`config.mk`:
```
export PLATFORM = sky130hd
export DESIGN_NAME = sem_isqrt
export DESIGN_NICKNAME = d
export VERILOG_FILES = /design/src/hdl/sem_pkg.sv /design/src/hdl/sem_isqrt.sv
export SDC_FILE = /design/constraint.sdc
export NUM_CORES = 1
export LEC_CHECK = 0
export BUFFER_PORTS_ARGS = -buffer_cell sky130_fd_sc_hd__clkbuf_2
export CAP_MARGIN = 10
export CORE_ASPECT_RATIO = 0.6
export CORE_MARGIN = 3
export CORE_UTILIZATION = 40
export CTS_BUF_LIST = sky130_fd_sc_hd__clkbuf_4 sky130_fd_sc_hd__clkbuf_8
export DETAILED_ROUTE_END_ITERATION = 12
export GPL_TIMING_DRIVEN = 0
export SKIP_LAST_GASP = 1
export SLEW_MARGIN = 40
export SYNTH_ARGS = -nofsm -noshare
export SYNTH_HDL_FRONTEND = slang
export SYNTH_SLANG_ARGS = --single-unit
```
`constraint.sdc`:
```
create_clock -name clk_i -period 2.9 [get_ports clk_i]
set_clock_uncertainty 0.05 [all_clocks]
set_input_delay 0 -clock clk_i [delete_from_list [all_inputs] [get_ports clk_i]]
set_output_delay 0 -clock clk_i [all_outputs]
set_load 0.1 [all_outputs]
```
`src/hdl/sem_pkg.sv`:
```
`timescale 1ns / 1ps

package sem_pkg;

  localparam int MAX_WIDTH_DEF = 1024;
  localparam int MAX_HEIGHT    = 4096;

  localparam int PIX_W      = 8;
  localparam int WIDTH_W    = 11;
  localparam int HEIGHT_W   = 13;
  localparam int ROW_W      = 12;
  localparam int OUT_COL_W  = 10;
  localparam int CFG_IDX_W  = 2;
  localparam int CFG_DATA_W = 13;
  localparam int LUMA_W     = 24;
  localparam int GRAD_W     = 10;
  localparam int SQ_W       = 20;
  localparam int SQ_IN_W    = 21;

  localparam logic [CFG_IDX_W-1:0] REG_IMAGE_WIDTH  = 2'd0;
  localparam logic [CFG_IDX_W-1:0] REG_IMAGE_HEIGHT = 2'd1;

  localparam logic [WIDTH_W-1:0]  WIDTH_RESET  = 11'd640;
  localparam logic [HEIGHT_W-1:0] HEIGHT_RESET = 13'd480;

  // luma weights in unsigned Q0.16, they sum to 65536
  localparam logic [15:0] WEIGHT_R = 16'd13933;
  localparam logic [15:0] WEIGHT_G = 16'd46871;
  localparam logic [15:0] WEIGHT_B = 16'd4732;

  typedef enum logic [2:0] {
    ST_IDLE,
    ST_MUL,
    ST_SUM,
    ST_GRAD,
    ST_SQX,
    ST_SQY,
    ST_ROOT,
    ST_OUT
  } state_e;

  // one line store entry: the row two above and the row just above
  typedef struct packed {
    logic [PIX_W-1:0] top;
    logic [PIX_W-1:0] mid;
  } line_pair_t;

endpackage

```
`src/hdl/sem_isqrt.sv`:
```
`timescale 1ns / 1ps

module sem_isqrt (
  input  logic                        clk_i,
  input  logic                        rst_ni,
  input  logic                        start_i,
  input  logic [sem_pkg::SQ_IN_W-1:0] value_i,
  output logic                        done_o,
  output logic [sem_pkg::PIX_W-1:0]   root_o
);
  import sem_pkg::*;

  logic        busy_q, busy_d;
  logic        done_q, done_d;
  logic [2:0]  cnt_q, cnt_d;
  logic [15:0] x_q, x_d;
  logic [10:0] rem_q, rem_d;
  logic [7:0]  root_q, root_d;
  logic        sat_q, sat_d;

  logic [10:0] rem_shift;
  logic [10:0] trial;

  // restoring square root, two radicand bits per step
  always_comb begin
    busy_d    = busy_q;
    cnt_d     = cnt_q;
    x_d       = x_q;
    rem_d     = rem_q;
    root_d    = root_q;
    sat_d     = sat_q;
    done_d    = busy_q && (cnt_q == 3'd7);
    rem_shift = {rem_q[8:0], x_q[15:14]};
    trial     = {1'b0, root_q, 2'b01};
    if (start_i) begin
      busy_d = 1'b1;
      cnt_d  = '0;
      x_d    = value_i[15:0];
      sat_d  = |value_i[SQ_IN_W-1:16];
      rem_d  = '0;
      root_d = '0;
    end else if (busy_q) begin
      x_d   = {x_q[13:0], 2'b00};
      cnt_d = cnt_q + 3'd1;
      if (rem_shift >= trial) begin
        rem_d  = rem_shift - trial;
        root_d = {root_q[6:0], 1'b1};
      end else begin
        rem_d  = rem_shift;
        root_d = {root_q[6:0], 1'b0};
      end
      if (cnt_q == 3'd7) begin
        busy_d = 1'b0;
      end
    end
  end

  always_ff @(posedge clk_i or negedge rst_ni) begin
    if (!rst_ni) begin
      busy_q <= 1'b0;
      done_q <= 1'b0;
      cnt_q  <= '0;
    end else begin
      busy_q <= busy_d;
      done_q <= done_d;
      cnt_q  <= cnt_d;
    end
  end

  always_ff @(posedge clk_i) begin
    x_q    <= x_d;
    rem_q  <= rem_d;
    root_q <= root_d;
    sat_q  <= sat_d;
  end

  assign done_o = done_q;
  assign root_o = sat_q ? 8'hFF : root_q;

endmodule

```
==> results.py <==
metrics = {
    "final_layout": {
        "drive_above_1_share_pct": 28.41,
        "post-route-cell-area_um2": 2753,
        "final_common_cell": "clkbuf_2",
        "nets": 299,
        "syn2layout_area_growth_pct": 26.95,
        "most-common-layout-cells": "clkbuf_2, nor2_1, dlygate4sd3_1",
        "diodes": 0,
        "fill_cells": 464,
    },
    "worst_setup_path": {
        "critPathKind": "register to register",
        "reg2reg_slack_ns": 0.54,
        "endpoint_kind": "register",
        "cp-start-kind": "register",
        "required_ns": 3.03,
        "slowest_delay_ns": 0.38,
        "r2r-end": "rem_q[5]$_SDFFE_PP0P_",
        "path_cells": "inv_1 > ha_1 > a21o_1 > a211o_1 > a211oi_4 > buf_6 > mux2i_1 > o21ai_1",
        "critPathMaxFanout": 10,
        "arrival_ns": 2.49,
        "cpMaxStageDelayCell": "dfxtp_1",
        "worst_r2r_startpoint": "root_q[6]$_SDFFE_PP0P_",
        "r2r_cells": 8,
    },
    "detailed_routing": {
        "drt_iter0_drc": 71,
        "wl_met1_um": 2630,
        "drcViolationCount": 0,
        "avgRoutedWirePerCell_um": 14.16,
        "avgViaCountPerCell": 5.024,
        "dr_total_vias": 1658,
        "wl_met3_um": 207,
        "wl_met2_um": 1780,
        "routed_wl_um": 4673,
        "top_layer_used": "met4",
        "firstDrtPassIters": 4,
        "final_antenna_net_count": 0,
    },
    "die": {
        "start_util_pct": 42.06,
        "die_h_um": 63.03,
        "fp-row-count": 20,
        "core_area_um2": 5155,
        "dieArea_um2": 6369,
        "ios": 33,
        "die_width_um": 101.1,
    },
    "global_routing": {
        "antenna_found_initial": 0,
        "grt_pass1_wl_um": 7755,
        "overflow": 0,
        "grt_pass1_vias": 1585,
        "grt_usage_pct": 15.62,
        "grt_max_degree": 17,
    },
    "placement": {
        "hpwl_um": 3336,
        "portBuffers": 32,
        "pre_cts_ws_ns": 0.5761,
        "gp_congestion": 0.7466,
        "place_area_um2": 2411,
    },
    "sta": {
        "whs_ns": 0.4166,
        "setup_viol": 0,
        "max_freq_mhz": 423.9,
        "tns_ns": 0,
        "slew_headroom_pct": 58.55,
        "fin_crit_ns": 2.359,
        "tightest_slew_ns": 0.6211,
        "timing.final.crit_share_pct": 81.35,
        "report.final.slew_viol_count": 0,
        "setup_ws_ns": 0.5408,
        "rsz0062_at_grt": "false",
        "hold_viol": 0,
    },
    "logic_synthesis": {
        "synthArstFlopShare_pct": 12.82,
        "syn_nets": 238,
        "synth.avg_cell_area_um2": 10.73,
        "ys_ff_latch": 39,
        "synth_ff_type": "edfxtp_1",
        "syn_area_um2": 2168,
        "synth_edf_count": 17,
        "syn_inst": 202,
        "synth_area_leader_cell": "edfxtp_1",
        "yosys_warnings": 0,
        "synth.distinct_cells": 45,
        "ys_seq_area_share_pct": 45.01,
        "synth_area_leaders": "edfxtp_1, dfxtp_1, mux2_2",
        "yosysTopAreaCellShare_pct": 23.54,
    },
    "clock_network": {
        "tritoncts": "done",
        "postCtsSetupRepairBufs": 0,
        "clock_sinks": 39,
        "htreeDepth": 2,
        "cts_buffers": 5,
        "clock_path_buffers": 2,
        "clkLatencyLatePin_ns": 0.30,
        "clk_pin_slew_ns": 0.08,
        "cts_root_buffer": "clkbuf_8",
    },
    "pwr": {
        "max-vdd-ir-drop_uv": 305.3,
        "leakagePower_nw": 1.226,
        "p_per_area_nw_per_um2": 857.7,
    },
    "outcome": {
        "status": "completed",
    },
    "hold_path": {
        "worst_hold_path_type": "register to register",
        "worstHoldEndpoint": "rem_q[0]$_SDFFE_PP0P_",
        "whs_path_depth": 2,
        "worstHoldStart": "rem_q[0]$_SDFFE_PP0P_",
    },
    "flow_run": {
        "max_cap_viol_count": 0,
    },
}
-- registers in the layout, summed over array words and instances, names as in the netlist --
signal	flops
x_q	16
rem_q	9
sat_q	1
cnt_q	3
done_o	1
busy_q	1
root_q	8
-- worst max-delay path by stage --
stage                                       from               endpoint  slack, ns  cells after the start
after global placement    root_q[6]$_SDFFE_PP0P_  rem_q[5]$_SDFFE_PP0P_       0.58                      8
after global routing      root_q[6]$_SDFFE_PP0P_  rem_q[5]$_SDFFE_PP0P_       0.44                      8
after CTS                 root_q[6]$_SDFFE_PP0P_  rem_q[5]$_SDFFE_PP0P_       0.53                      8
final                     root_q[6]$_SDFFE_PP0P_  rem_q[5]$_SDFFE_PP0P_       0.54                      8
after floorplan           root_q[6]$_SDFFE_PP0P_  rem_q[5]$_SDFFE_PP0P_       0.86                      8
after detailed placement  root_q[6]$_SDFFE_PP0P_  rem_q[5]$_SDFFE_PP0P_       0.58                      8
-- kinds of logic after synthesis --
group | after synthesis | synth area share, %
compound gates | 35 | 11.66
fa+ha+maj | 12 | 6.924
simple gates | 62 | 14.83
xor+xnor | 6 | 2.424
flops | 39 | 45.01
mux | 28 | 13.73
buf+inv | 20 | 5.424
-- what timing repair did --
| item | CTS | global route |
|---|---|---|
| hold endpoints to repair | 23 | 0 |
| hold buffers | 22 | 0 |
| gates resized for setup | 0 | 0 |
-- worst max-delay path: cells and delay by family (launching register included) --
kind / cells / cell delay [ns]
multiplexers: 1 / 0.22
adder cells (fa/ha/maj): 1 / 0.36
flip-flops: 1 / 0.38
buffers and inverters: 2 / 0.27
AO/OA/AOI/OAI: 4 / 0.97
-- metrics by stage --
stage	utilization [%]	cells	power (mW)
4_1_cts	53.40	330	2.361
2_1_floorplan	-	202	1.617
3_3_place_gp	46.77	300	1.840
5_1_grt	53.40	330	2.520
3_5_place_dp	46.77	300	1.845
6_report	53.40	330	2.361
-- report_power, final --
part	leakage (nW)	switching, mW	internal, mW
Combinational	0.779	0.670	0.480
Clock	0.0618	0.201	0.283
Sequential	0.385	0.0610	0.666
-- Yosys cell counts (all sizes together) (2+ instances only) --
| cell | count |
|---|---|
| mux2i | 14 |
| nand3 | 5 |
| mux2 | 14 |
| nand2b | 2 |
| a21o | 2 |
| clkbuf | 4 |
| nor3 | 6 |
| inv | 13 |
| and2b | 2 |
| edfxtp | 17 |
| xor2 | 3 |
| ha | 12 |
| dfxtp | 17 |
| or2 | 8 |
| o21ai | 7 |
| nor2 | 23 |
| a21oi | 7 |
| a211oi | 8 |
| o211ai | 2 |
| xnor2 | 3 |
| dfrtp | 5 |
| buf | 3 |
| a32oi | 2 |
| and2 | 3 |
| nand2 | 6 |
-- routing by layer --
metal / up-vias / global-route usage, %
met5: - / 0
met4: 0 / 3.980
met3: 7 / 3.679
met2: 35 / 20.03
met1: 767 / 25.36
li1: 849 / -
-- area by class of cell --
class                           instances  area, um2  share of cell area (%)
Clock inverter                          2      38.79                   1.409
Inverter                               13      48.80                   1.773
Tap cell                               66      82.58                   3.000
Buffer                                  7      68.82                   2.500
Sequential cell                        39      975.9                   35.45
Clock buffer                            6      82.58                   3.000
Multi-Input combinational cell        143       1075                   39.05
Timing Repair Buffer                   54      380.4                   13.82
No activity file was read; power rests on OpenSTA's default activity.
